[config.mk]
export PLATFORM = sky130hd
export DESIGN_NAME = led_strip_mode_pattern_generator
export DESIGN_NICKNAME = d
export VERILOG_FILES = /design/src/rtl/core/ledpg_pkg.sv /design/src/rtl/core/led_strip_mode_pattern_generator.sv /design/src/rtl/core/ledpg_front.sv /design/src/rtl/core/ledpg_queue.sv /design/src/rtl/core/ledpg_back.sv
export SDC_FILE = /design/constraint.sdc
export NUM_CORES = 1
export LEC_CHECK = 0
export ABC_CLOCK_PERIOD_IN_PS = 6300
export BUFFER_PORTS_ARGS = -buffer_cell sky130_fd_sc_hd__buf_2
export CORE_MARGIN = 8
export CORE_UTILIZATION = 30
export DETAILED_ROUTE_END_ITERATION = 8
export SYNTH_ARGS = -nofsm -noshare
export SYNTH_HDL_FRONTEND = slang
export SYNTH_HIERARCHICAL = 1
export SYNTH_SLANG_ARGS = --single-unit
[constraint.sdc]
create_clock -name aclk -period 6.3 [get_ports aclk]
set_clock_uncertainty 0.1 [all_clocks]
set_input_delay 0.63 -clock aclk [delete_from_list [all_inputs] [get_ports aclk]]
set_output_delay 0.63 -clock aclk [all_outputs]
set_load 0.02 [all_outputs]
[src/rtl/core/ledpg_pkg.sv]
// Shared types and constants of the LED strip mode pattern generator.
package ledpg_pkg;

    localparam logic [10:0] FIRST_ID       = 11'h401;
    localparam logic [10:0] LAST_ID        = 11'h407;
    localparam logic [4:0]  BLINK_LAST     = 5'd19;
    localparam logic [7:0]  ON_LEVEL_RESET = 8'd102;
    localparam logic [1:0]  REG_ON_LEVEL   = 2'd0;

    typedef enum logic [2:0] {
        MODE_RED_COMET   = 3'd0,
        MODE_GREEN_COMET = 3'd1,
        MODE_BLUE_COMET  = 3'd2,
        MODE_OFF         = 3'd3,
        MODE_SPLIT       = 3'd4,
        MODE_BLINK_DUAL  = 3'd5,
        MODE_BLINK_AMBER = 3'd6
    } mode_t;

    typedef enum logic {
        ACT_STATUS = 1'b0,
        ACT_FRAME  = 1'b1
    } action_t;

    typedef struct packed {
        logic        action;
        logic [10:0] message_id;
    } in_item_t;

    typedef struct packed {
        logic [5:0] led_index;
        logic [7:0] green_level;
        logic [7:0] red_level;
        logic [7:0] blue_level;
        logic       last_led;
    } out_item_t;

    typedef struct packed {
        mode_t      mode;
        logic [5:0] head;
        logic       dark;
    } job_t;

endpackage

[src/rtl/core/led_strip_mode_pattern_generator.sv]
// Top level of the LED strip mode pattern generator.
// A status item (action 0) with identifier 0x401..0x407 selects display mode 0..6 and
// yields no output; a frame item (action 1) yields LED_COUNT colour items, index 0 first,
// last_led set on the final one, then advances the 16-bit step. Frame items are queued
// (two deep) so input and output stall independently; while m_ready holds, the renderer
// emits one LED per cycle, and back-to-back frames stream with no gap. Status items are
// taken only while the queue has room. on_level sits at byte address 0 of the APB port;
// it is to be written only while the block is idle, which the block itself does not enforce.
module led_strip_mode_pattern_generator import ledpg_pkg::*; #(
    parameter int LED_COUNT = 64
) (
    input  logic        aclk,
    input  logic        aresetn,
    input  logic        psel,
    input  logic        penable,
    input  logic        pwrite,
    input  logic [1:0]  paddr,
    input  logic [31:0] pwdata,
    output logic [31:0] prdata,
    output logic        pready,
    input  logic        s_valid,
    output logic        s_ready,
    input  in_item_t    s_item,
    output logic        m_valid,
    input  logic        m_ready,
    output out_item_t   m_item
);

    logic [7:0] on_level_reg;
    logic       fq_valid;
    logic       fq_ready;
    job_t       fq_job;
    logic       qb_valid;
    logic       qb_ready;
    job_t       qb_job;

    assign pready = 1'b1;
    assign prdata = {24'd0, on_level_reg};

    always_ff @(posedge aclk) begin
        if (!aresetn) begin
            on_level_reg <= ON_LEVEL_RESET;
        end else if (psel && penable && pwrite && (paddr == REG_ON_LEVEL)) begin
            on_level_reg <= pwdata[7:0];
        end
    end

    ledpg_front #(.LED_COUNT(LED_COUNT)) u_front (
        .aclk      (aclk),
        .aresetn   (aresetn),
        .s_valid   (s_valid),
        .s_ready   (s_ready),
        .s_item    (s_item),
        .job_valid (fq_valid),
        .job_ready (fq_ready),
        .job       (fq_job)
    );

    ledpg_queue u_queue (
        .aclk     (aclk),
        .aresetn  (aresetn),
        .wr_valid (fq_valid),
        .wr_ready (fq_ready),
        .wr_job   (fq_job),
        .rd_valid (qb_valid),
        .rd_ready (qb_ready),
        .rd_job   (qb_job)
    );

    ledpg_back #(.LED_COUNT(LED_COUNT)) u_back (
        .aclk      (aclk),
        .aresetn   (aresetn),
        .on_level  (on_level_reg),
        .job_valid (qb_valid),
        .job_ready (qb_ready),
        .job       (qb_job),
        .m_valid   (m_valid),
        .m_ready   (m_ready),
        .m_item    (m_item)
    );

endmodule

[src/rtl/core/ledpg_front.sv]
// Front end: accepts items, tracks display mode and step, issues frame jobs.
module ledpg_front import ledpg_pkg::*; #(
    parameter int LED_COUNT = 64
) (
    input  logic     aclk,
    input  logic     aresetn,
    input  logic     s_valid,
    output logic     s_ready,
    input  in_item_t s_item,
    output logic     job_valid,
    input  logic     job_ready,
    output job_t     job
);

    localparam logic [5:0] LAST_HEAD = 6'(LED_COUNT - 1);

    mode_t       mode_reg;
    logic [15:0] step_reg;
    logic [5:0]  head_reg;
    logic [4:0]  sub_reg;
    logic        dark_reg;
    logic        take;
    logic        id_hit;

    assign s_ready   = job_ready;
    assign take      = s_valid && s_ready;
    assign id_hit    = (s_item.message_id >= FIRST_ID) && (s_item.message_id <= LAST_ID);
    assign job_valid = take && (s_item.action == ACT_FRAME);
    assign job       = '{mode: mode_reg, head: head_reg, dark: dark_reg};

    always_ff @(posedge aclk) begin
        if (!aresetn) begin
            mode_reg <= MODE_RED_COMET;
            step_reg <= '0;
            head_reg <= '0;
            sub_reg  <= '0;
            dark_reg <= 1'b0;
        end else if (take) begin
            if (s_item.action == ACT_STATUS) begin
                if (id_hit) begin
                    mode_reg <= mode_t'(3'(s_item.message_id - FIRST_ID));
                end
            end else begin
                // wrap: every counter derived from the step restarts at zero
                if (step_reg == 16'hFFFF) begin
                    step_reg <= '0;
                    head_reg <= '0;
                    sub_reg  <= '0;
                    dark_reg <= 1'b0;
                end else begin
                    step_reg <= step_reg + 16'd1;
                    head_reg <= (head_reg == LAST_HEAD) ? 6'd0 : head_reg + 6'd1;
                    if (sub_reg == BLINK_LAST) begin
                        sub_reg  <= '0;
                        dark_reg <= ~dark_reg;
                    end else begin
                        sub_reg <= sub_reg + 5'd1;
                    end
                end
            end
        end
    end

endmodule

[src/rtl/core/ledpg_queue.sv]
// Two-entry job queue between front end and renderer.
module ledpg_queue import ledpg_pkg::*; (
    input  logic aclk,
    input  logic aresetn,
    input  logic wr_valid,
    output logic wr_ready,
    input  job_t wr_job,
    output logic rd_valid,
    input  logic rd_ready,
    output job_t rd_job
);

    job_t       entry_reg [2];
    logic       wr_ptr_reg;
    logic       rd_ptr_reg;
    logic [1:0] count_reg;
    logic       push;
    logic       pop;

    assign wr_ready = (count_reg != 2'd2);
    assign rd_valid = (count_reg != 2'd0);
    assign rd_job   = entry_reg[rd_ptr_reg];
    assign push     = wr_valid && wr_ready;
    assign pop      = rd_valid && rd_ready;

    always_ff @(posedge aclk) begin
        if (push) begin
            entry_reg[wr_ptr_reg] <= wr_job;
        end
    end

    always_ff @(posedge aclk) begin
        if (!aresetn) begin
            wr_ptr_reg <= 1'b0;
            rd_ptr_reg <= 1'b0;
            count_reg  <= '0;
        end else begin
            if (push) begin
                wr_ptr_reg <= ~wr_ptr_reg;
            end
            if (pop) begin
                rd_ptr_reg <= ~rd_ptr_reg;
            end
            if (push && !pop) begin
                count_reg <= count_reg + 2'd1;
            end else if (pop && !push) begin
                count_reg <= count_reg - 2'd1;
            end
        end
    end

endmodule

[src/rtl/core/ledpg_back.sv]
// Renderer: walks the strip one LED per unstalled cycle, registering each colour item.
module ledpg_back import ledpg_pkg::*; #(
    parameter int LED_COUNT = 64
) (
    input  logic       aclk,
    input  logic       aresetn,
    input  logic [7:0] on_level,
    input  logic       job_valid,
    output logic       job_ready,
    input  job_t       job,
    output logic       m_valid,
    input  logic       m_ready,
    output out_item_t  m_item
);

    localparam logic [5:0] LAST_IDX = 6'(LED_COUNT - 1);
    localparam logic [6:0] N7       = 7'(LED_COUNT);
    localparam logic [6:0] H7       = 7'(LED_COUNT / 2);

    job_t      job_reg;
    logic      busy_reg;
    logic [5:0] idx_reg;
    logic      m_valid_reg;
    out_item_t out_reg;
    logic      advance;
    logic      last;
    logic [6:0] diff;
    logic [6:0] gap;
    logic      near;
    logic      low_half;
    logic      r_on;
    logic      g_on;
    logic      b_on;

    assign advance   = busy_reg && (!m_valid_reg || m_ready);
    assign last      = (idx_reg == LAST_IDX);
    assign job_ready = !busy_reg || (advance && last);
    assign m_valid   = m_valid_reg;
    assign m_item    = out_reg;

    always_comb begin
        diff     = {1'b0, idx_reg} - {1'b0, job_reg.head};
        gap      = diff[6] ? diff + N7 : diff;
        near     = gap < H7;
        low_half = {1'b0, idx_reg} < H7;
        r_on     = 1'b0;
        g_on     = 1'b0;
        b_on     = 1'b0;
        case (job_reg.mode)
            MODE_RED_COMET:   r_on = near;
            MODE_GREEN_COMET: g_on = near;
            MODE_BLUE_COMET:  b_on = near;
            MODE_SPLIT: begin
                r_on = near;
                g_on = near;
                b_on = !near;
            end
            MODE_BLINK_DUAL: begin
                b_on = !job_reg.dark && near && low_half;
                r_on = !job_reg.dark && near && !low_half;
                g_on = r_on;
            end
            MODE_BLINK_AMBER: begin
                r_on = !job_reg.dark && near;
                g_on = r_on;
            end
            default: ;
        endcase
    end

    always_ff @(posedge aclk) begin
        if (job_valid && job_ready) begin
            job_reg <= job;
        end
        if (advance) begin
            out_reg.led_index   <= idx_reg;
            out_reg.green_level <= g_on ? on_level : 8'd0;
            out_reg.red_level   <= r_on ? on_level : 8'd0;
            out_reg.blue_level  <= b_on ? on_level : 8'd0;
            out_reg.last_led    <= last;
        end
    end

    always_ff @(posedge aclk) begin
        if (!aresetn) begin
            busy_reg    <= 1'b0;
            idx_reg     <= '0;
            m_valid_reg <= 1'b0;
        end else begin
            if (advance) begin
                m_valid_reg <= 1'b1;
            end else if (m_ready) begin
                m_valid_reg <= 1'b0;
            end
            if (job_valid && job_ready) begin
                busy_reg <= 1'b1;
                idx_reg  <= '0;
            end else if (advance) begin
                if (last) begin
                    busy_reg <= 1'b0;
                end else begin
                    idx_reg <= idx_reg + 6'd1;
                end
            end
        end
    end

endmodule
==> impl_metrics.tcl, run 1 <==
set metrics [dict create \
    drive_gt1_frac 0.2357 \
    fillers 1679 \
    status "complete, no violations" \
    fp.dieW_um 147.7 \
    min_path_cells 0 \
    regToRegEndpoint "u_queue/count_reg[1]" \
    wl_um 10200 \
    use_met2 0.1635 \
    setup_viol 0 \
    numClockSinks 113 \
    ys_types 62 \
    layout_common_cells "buf_2, edfxtp_1, dfxtp_1" \
    tritoncts.num_buffers 17 \
    rrSetupSlack_ps 3730 \
    pin_count 119 \
    ctsHoldBuffers 0 \
    cts.clk_slew.worst_paths_ps 50 \
    initial_core_util 0.3039 \
    routabilityCongestion 0.7706 \
    hold_path.startpoint "u_front/mode_reg[1]" \
    post_cts_buffers 0 \
    cap_violations 0 \
    reg2reg_depth 8 \
    avgViaCountPerCell 4.523 \
    relSlewSlack 0.4634 \
    layout_min_cycle_time_ps 2573 \
    antenna_found_initial 0 \
    finalMaxSlewViolations 0 \
    busiest_layer "met2" \
    netlist.area_leader.share 0.3522 \
    clockBufferDepth 2 \
    rsz0062_at_grt "false" \
    largest_reg_flops 31 \
    die_h_um 147.7 \
    final_nets 595 \
    cp_max_fo 25 \
    synth_area_leader_cell "edfxtp_1" \
    yosysSeqAreaShare 0.5523 \
    endpoint_kind "flop" \
    start_kind "flop" \
    crit_type "reg -> reg" \
    worst_skew_pair.late_latency_ps 410 \
    final_antenna_net_count 0 \
    async_flop_share 0 \
    grtUsageMet1 0.1095 \
    utilization 0.3677 \
    worstPathRequired_ps 6530 \
    dp_hpwl_um 7108 \
    diodes 0 \
    synth_edf_count 61 \
    areaGrowthSynthToFinish_pct 21.00 \
    cts-htree-levels 4 \
    ctsResizeCount 0 \
    rows 48 \
    vdd_drop_max_mv 0.2087 \
    io_buffers 69 \
    cts_tree "built" \
    die-area_um2 21810 \
    min_to "u_queue/entry_reg[1][8]" \
    ys_warn_count 6 \
    power_density_nw_per_um2 395.1 \
    ys_ff_latch 113 \
    final_common_cell "buf_2" \
    multi_input_area_um2 2085 \
    p_leak_uw 0.002438 \
    coreArea_um2 17120 \
    grt_pass1_vias 3666 \
    grt_util_met3 0.04494 \
    first_pass_iters 5 \
    drtIter0Drc 170 \
    crit_arrival_ps 2800 \
    grt_overflow_total 0 \
    layout.area.seq_um2 2873 \
    synth_area_per_cell_um2 11.38 \
    grt_first_pass_wirelength_um 17380 \
    synthCells 457 \
    synth_area_leaders "edfxtp_1, dfxtp_1, buf_4" \
    hold_viol_final 0 \
    dr_total_vias 3474 \
    hp-class "reg -> reg" \
    period_share 0.4083 \
    rr_startpoint "u_queue/count_reg[0]" \
    routedWlPerCell_um 13.28 \
    grt_usage 0.09916 \
    grt_max_degree 48 \
    synthFlopType "edfxtp_1" \
    tns_ps 0 \
    drc 0 \
    tightest_slew_ps 804.9 \
    cts-root-buf "clkbuf_16" \
    fmax_mhz 388.7 \
    syn-cell-area_um2 5201 \
]
[worst max path at each step]
stage                               startpoint                    to  cells past startpoint
after floorplan                        s_valid  u_queue/count_reg[1]                      7
after global placement                 s_valid  u_queue/count_reg[1]                      8
after detailed placement               s_valid  u_queue/count_reg[1]                      8
after CTS                 u_queue/count_reg[0]  u_queue/count_reg[1]                      8
after global routing      u_queue/count_reg[0]  u_queue/count_reg[1]                      8
final                     u_queue/count_reg[0]  u_queue/count_reg[1]                      8
[worst max-delay path: stages (launching register included)]
cell      delay [ps]
dfxtp_1          410
nand2b_4         210
nand3_1           80
buf_4            220
inv_1            460
and2_1           230
ha_1             270
or3_1            350
a21boi_1         160
[layout make-up]
class / instances / area share
clock buffer: 18 / 0.06978
clock inverter: 14 / 0.03221
inverter: 14 / 0.008350
multi-input combinational: 313 / 0.3312
sequential: 113 / 0.4565
tap: 225 / 0.04473
timing repair buffer: 71 / 0.05726
[cells in the mapped netlist, drive strengths merged, types with 2 or more instances]
master	number
edfxtp	61
dfxtp	52
buf	34
nand2	28
nor2	28
and2	26
nand3	20
nor2b	17
xnor2	15
inv	14
a21oi	13
ha	12
nand4	12
mux2i	11
mux2	10
xor2	10
nor3	9
o21a	9
o21ai	9
a21boi	8
clkbuf	6
and3	5
nor4	5
or4	5
nand2b	4
o211a	4
nor3b	3
a22oi	2
and4	2
conb	2
nor4b	2
[power by group]
part           switching, uW  internal [uW]
combinational            292            177
sequential              63.8            931
clock                    344            678
[stage by stage]
stage	worst slack, ps	cell area (um2)	power, uW	hold WS (ps)	instances
6_report	3727	6294	2487	360.9	768
5_1_grt	3551	6294	2609	362.3	768
4_1_cts	3735	6294	2519	354.1	768
3_5_place_dp	3623	5652	1485	352.3	736
3_3_place_gp	3701	5652	1467	347.4	736
2_1_floorplan	3976	5288	1360	326.3	480
[per-layer routing]
metal | up-vias | part of all wire
met1 | 1631 | 0.42
met4 | 0 | 0.0087
met5 | - | 0
met3 | 7 | 0.086
li1 | 1737 | -
met2 | 99 | 0.49
[kinds of logic (layout without fill, tap and decap cells)]
| family | after synthesis | in the layout | share of synthesized area |
|---|---|---|---|
| buffers and inverters | 54 | 117 | 0.06350 |
| XOR/XNOR | 25 | 25 | 0.04210 |
| AND/OR/NAND/NOR | 173 | 173 | 0.1869 |
| flip-flops | 113 | 113 | 0.5523 |
| multiplexers | 21 | 21 | 0.04282 |
| other | 2 | 25 | 0.001444 |
| adder cells (fa/ha/maj) | 12 | 12 | 0.02887 |
| AO/OA/AOI/OAI | 57 | 57 | 0.08203 |
No activity file was read; power rests on OpenSTA's default activity.
==> run 2: changes to the inputs <==
--- a/config.mk
+++ b/config.mk
@@ -5,7 +5,8 @@
 export SDC_FILE = /design/constraint.sdc
 export NUM_CORES = 1
 export LEC_CHECK = 0
-export ABC_CLOCK_PERIOD_IN_PS = 6300
+export ABC_AREA = 1
+export ABC_CLOCK_PERIOD_IN_PS = 2500
 export BUFFER_PORTS_ARGS = -buffer_cell sky130_fd_sc_hd__buf_2
 export CORE_MARGIN = 8
 export CORE_UTILIZATION = 30
==> constraint.sdc (replaced) <==
create_clock -name aclk -period 2.5 [get_ports aclk]
set_clock_uncertainty 0.1 [all_clocks]
set_input_delay 0.25 -clock aclk [delete_from_list [all_inputs] [get_ports aclk]]
set_output_delay 0.25 -clock aclk [all_outputs]
set_load 0.02 [all_outputs]
==> run 2 against run 1 <==
Effect of this change: cell count up 15%; design area is 3.1% higher; wire length is 1.6% higher; worst hold slack worse by 290 ps; die area is 2.1% higher; synthesized cell count rose by 23%; combinational power grew to 3.0 times the previous value; global-route usage fell by 0.35 points; clock-buffer cell count shrank 1; sequential power rose to 2.6 times the previous value; synthesized area is 2.4% higher; critical path type unchanged; highest routed layer unchanged.
==> impl_metrics.tcl, run 2 <==
set metrics [dict create \
    status "complete, no violations" \
    finalMaxSlewViolations 0 \
    rrSetupSlack_ps 340 \
    p_leak_uw 0.002742 \
    ys_types 40 \
    post_cts_buffers 0 \
    die-area_um2 22270 \
    worstSetupEndpoint "u_queue/count_reg[1]" \
    ys_warn_count 6 \
    setup_viol 0 \
    coreArea_um2 17360 \
    grtUsageMet1 0.1171 \
    regToRegEndpoint "u_queue/count_reg[1]" \
    grt_pass1_vias 3617 \
    final_common_cell "nand2_1" \
    grt_first_pass_wirelength_um 17220 \
    yosys.area_share.adder 0.02820 \
    fillers 1757 \
    synth.area.mux_share 0.02115 \
    cts-htree-levels 4 \
    cts.clk_slew.worst_paths_ps 50 \
    hold_path.startpoint "pwdata[7]" \
    numPlacedInstances 851 \
    power_density_nw_per_um2 997.9 \
    crit_type "reg -> reg" \
    io_buffers 69 \
    numClockSinks 113 \
    synth_xor_xnor_area_share 0.01809 \
    tns_ps 0 \
    areaGrowthSynthToFinish_pct 21.87 \
    ys_ff_latch 113 \
    fmax_mhz 463.6 \
    synth_top_family_by_area "simple AND/OR/NAND/NOR gates" \
    worst_skew_pair.late_latency_ps 400 \
    layout.area.seq_um2 2873 \
    crit_arrival_ps 2400 \
    async_flop_share 0 \
    multi_input_area_um2 2029 \
    start_kind "flop" \
    tritoncts.num_buffers 17 \
    synth_common_cells "nand2_1, nor2_1, inv_1, edfxtp_1, dfxtp_1" \
    hp-class "in -> reg" \
    first_pass_iters 5 \
    routabilityCongestion 0.7898 \
    drc 0 \
    vdd_drop_max_mv 0.5592 \
    use_met2 0.1516 \
    diodes 0 \
    ctsResizeCount 0 \
    netlist.area_leader.share 0.3440 \
    grt_overflow_total 0 \
    rsz0062_at_grt "false" \
    period_share 0.8628 \
    grt_max_degree 26 \
    synth_compound_area_frac 0.05827 \
    synth_area_leaders "edfxtp_1, dfxtp_1, nand2_1" \
    cp-startpoint "u_back/idx_reg[1]" \
    hold_viol_final 0 \
    initial_core_util 0.3068 \
    cts-root-buf "clkbuf_16" \
    cap_violations 0 \
    drive_gt1_frac 0.2387 \
    worstPathRequired_ps 2740 \
    largest_reg_flops 31 \
    yosys.area_share.simple 0.2378 \
    endpoint_kind "flop" \
    fp.dieW_um 149.2 \
    antenna_found_initial 0 \
    yosysSeqAreaShare 0.5395 \
    rr_startpoint "u_back/idx_reg[1]" \
    grt_usage 0.09564 \
    synth_area_per_cell_um2 9.442 \
    pin_count 119 \
    layout_common_cells "nand2_1, buf_2, nor2_1" \
    drtIter0Drc 220 \
    synthCells 564 \
    dr_total_vias 3823 \
    cts_tree "built" \
    grt_util_met3 0.03004 \
    busiest_layer "met2" \
    final_cells 887 \
    cp_max_fo 5 \
    synth_area_leader_cell "edfxtp_1" \
    ctsHoldBuffers 4 \
    wl_um 10370 \
    rows 48 \
    reg2reg_depth 13 \
    synth_edf_count 61 \
    layout_min_cycle_time_ps 2157 \
    clockBufferDepth 2 \
    yosysMostFrequentCell "nand2_1" \
    synthFlopType "edfxtp_1" \
    routedWlPerCell_um 11.69 \
    final_antenna_net_count 0 \
    final_nets 714 \
    die_h_um 149.2 \
    avgViaCountPerCell 4.310 \
    syn-cell-area_um2 5325 \
    dp_hpwl_um 7602 \
]
-- run 2: cell count changes after synthesis, sizes merged, moves of 8 or more --
cell	previous run	this run
and2	26	0
nand2	28	111
o21a	9	1
nor2b	17	0
a21boi	8	0
xnor2	15	1
nand3	20	41
a21oi	13	45
nor2	28	77
inv	14	68
mux2i	11	0
-- run 2: cell type report --
class	count	area share
Clock buffer	17	0.06555
Tap cell	225	0.04338
Clock inverter	15	0.02969
Multi-Input combinational cell	371	0.3127
Inverter	69	0.04010
Timing Repair Buffer	77	0.06593
Sequential cell	113	0.4426
-- run 2: stage by stage --
stage	hold WS (ps)	setup slack (ps)	instance area, um2	util	power [uW]
5_1_grt	92.22	109.0	6490	0.3739	6815
2_1_floorplan	271.3	549.0	5411	-	3648
6_report	68.50	343.0	6490	0.3739	6476
4_1_cts	56.59	339.0	6490	0.3739	6556
3_3_place_gp	337.5	380.8	5832	0.3360	4018
3_5_place_dp	343.3	340.7	5832	0.3360	4035
-- run 2: worst min path at each step --
stage	slack [ps]	endpoint	depth (start not counted)
final	70	on_level_reg[7]	5
after global routing	90	on_level_reg[7]	5
after CTS	60	u_back/m_valid	4
after detailed placement	340	u_queue/entry_reg[0][9]	0
after global placement	340	u_queue/entry_reg[0][9]	0
after floorplan	270	u_queue/count_reg[1]	2
-- run 2: worst max-delay path, stage by stage, from the launching register on --
cell and delay (ps):
dfxtp_1 400, ha_1 190, nand3_1 160, nor3_4 200, nand2_1 80, nand2_1 120
o21a_1 170, inv_1 50, ha_1 290, inv_1 80, nand3_1 70, nand2_1 60
inv_1 40, nor2_1 80
-- run 2: report_power, final --
part	switching (uW)	internal, uW
registers	161	2410
logic	951	459
clock network	836	1660
total	1950	4530
-- run 2: cell families (layout without fill, tap and decap cells) --
logic type,Yosys count,in the layout
simple gates,253,253
flops,113,113
buf+inv,103,178
compound gates,60,60
fa+ha+maj,12,12
xor+xnor,11,11
mux,10,10
other cells,2,25
-- run 2: per-layer routing --
| layer | wire length [um] | share of wire |
|---|---|---|
| met1 | 4679 | 0.45 |
| met2 | 4999 | 0.48 |
| met3 | 608 | 0.059 |
| met4 | 80 | 0.0077 |
| met5 | 0 | 0 |
==> run 3: changes to the inputs <==
--- a/config.mk
+++ b/config.mk
@@ -11,6 +11,8 @@
 export CORE_MARGIN = 8
 export CORE_UTILIZATION = 30
 export DETAILED_ROUTE_END_ITERATION = 8
+export PLACE_DENSITY = 0.47
+export SKIP_CTS_REPAIR_TIMING = 1
 export SYNTH_ARGS = -nofsm -noshare
 export SYNTH_HDL_FRONTEND = slang
 export SYNTH_HIERARCHICAL = 1
==> run 3 against run 2 <==
Effect of this change: design area shrank 0.23%; first-iteration DRC count is 45% lower; global-route usage up 0.53 points; critical path type unchanged; critical endpoint unchanged.
==> impl_metrics.tcl, run 3 (same netlist as run 2, synthesis figures left out) <==
set metrics [dict create \
    status "complete, no violations" \
    power.internal_uw 4431 \
    fp.dieW_um 149.2 \
    cts-htree-levels 4 \
    layout_min_cycle_time_ps 2166 \
    clockBufferDepth 2 \
    finalMaxSlewViolations 0 \
    post_dp_cell_area_um2 5827 \
    pwr-share-seq 0.400 \
    p_switching_uw 1975 \
    coreArea_um2 17360 \
    diodes 0 \
    crit_type "reg -> reg" \
    p_leak_uw 0.002735 \
    grt_usage 0.1009 \
    first_pass_iters 4 \
    final_nets 715 \
    fmax_mhz 461.6 \
    hp-class "in -> reg" \
    setup_viol 0 \
    pwr-share-clk 0.383 \
    largest_reg_flops 31 \
    grt_first_pass_wirelength_um 17820 \
    hold_viol_final 0 \
    drc 0 \
    cts_tree "built" \
    cap_violations 0 \
    cp_max_fo 5 \
    period_share 0.8666 \
    power_density_nw_per_um2 989.4 \
    final_antenna_net_count 0 \
    die_h_um 149.2 \
    routedWlPerCell_um 12.28 \
    avgViaCountPerCell 4.328 \
    vdd_drop_max_mv 0.4841 \
    drive_gt1_frac 0.2413 \
    worstPathRequired_ps 2750 \
    grt_max_degree 32 \
    crit_slowest_cell "dfxtp_1" \
    tns_ps 0 \
    final_common_cell "nand2_1" \
    critical-path-top-delay-family "simple AND/OR/NAND/NOR gates" \
    tritoncts.num_buffers 17 \
    crit_arrival_ps 2420 \
    layout_common_cells "nand2_1, buf_2, nor2_1" \
    rows 48 \
    areaGrowthSynthToFinish_pct 21.59 \
    numPlacedInstances 852 \
    dr_total_vias 3843 \
    antenna_found_initial 0 \
    crit_buf_inv 3 \
    endpoint_kind "flop" \
    cts-root-buf "clkbuf_16" \
    cts.clk_slew.worst_paths_ps 60 \
    numClockSinks 113 \
    total_power_uw 6406 \
    fin_area_um2 6475 \
    initial_core_util 0.3068 \
    max_stage_delay_ps 410 \
    routabilityCongestion 0.8337 \
    grt_pass1_vias 3794 \
    rsz0062_at_grt "false" \
    start_kind "flop" \
    pin_count 119 \
    p_comb_frac 0.217 \
    dp_hpwl_um 8166 \
    die-area_um2 22270 \
    grt_overflow_total 0 \
    io_buffers 69 \
    worst_skew_pair.late_latency_ps 410 \
    final_cells 888 \
    wl_um 10900 \
    drtIter0Drc 120 \
    crit_chain "ha_1 > nand3_1 > nor3_4 > nand2_1 > nand2_1 > o21a_1 > inv_1 > ha_1 > inv_1 > nand3_1 > nand2_1 > inv_1 > nor2_1" \
    p_sw_frac 0.3084 \
]
-- run 3: path summary, 6_finish.rpt --
kind | start | to | slack, ps | depth (start not counted)
max | u_back/idx_reg[1] | u_queue/count_reg[1] | 330 | 13
min | m_ready | u_back/m_valid | 50 | 4
max reg2reg | u_back/idx_reg[1] | u_queue/count_reg[1] | 330 | 13
min reg2reg | u_front/mode_reg[2] | u_queue/entry_reg[0][9] | 360 | 0
-- run 3: power by group through the flow --
stage                     combinational (uW)  clock (uW)  sequential, uW
after floorplan                          883           0            2760
after global placement                  1380           0            2600
after detailed placement                1400           0            2610
after CTS                               1410        2510            2570
after global routing                    1550        2620            2600
final                                   1390        2460            2560
-- run 3: per-stage QoR --
step,utilization,setup WS (ps),hold slack (ps)
2_1_floorplan,-,549.0,271.3
3_3_place_gp,0.3357,390.8,349.9
3_5_place_dp,0.3357,314.1,353.0
4_1_cts,0.3707,310.3,-61.82
5_1_grt,0.3731,83.62,69.08
6_report,0.3731,333.6,45.52
-- run 3: area by class of cell --
class | count | area [um2]
Timing Repair Buffer | 78 | 422.9
Inverter | 69 | 260.3
Multi-Input combinational cell | 371 | 2029
Clock inverter | 15 | 182.7
Clock buffer | 17 | 425.4
Tap cell | 225 | 281.5
Fill cell | 1744 | 10880
Sequential cell | 113 | 2873
-- run 3: routing by layer --
layer / GRT usage / part of all wire
met1: 0.1083 / 0.43
met2: 0.1747 / 0.51
met3: 0.04339 / 0.052
met4: 0.03433 / 0.0091
met5: 0 / 0
-- run 3: worst reg2reg max path: cells and delay by family (launching register included) --
family	cells	cell delay [ps]
compound gates	1	170
simple gates	7	770
buf+inv	3	160
fa+ha+maj	2	490
flops	1	410
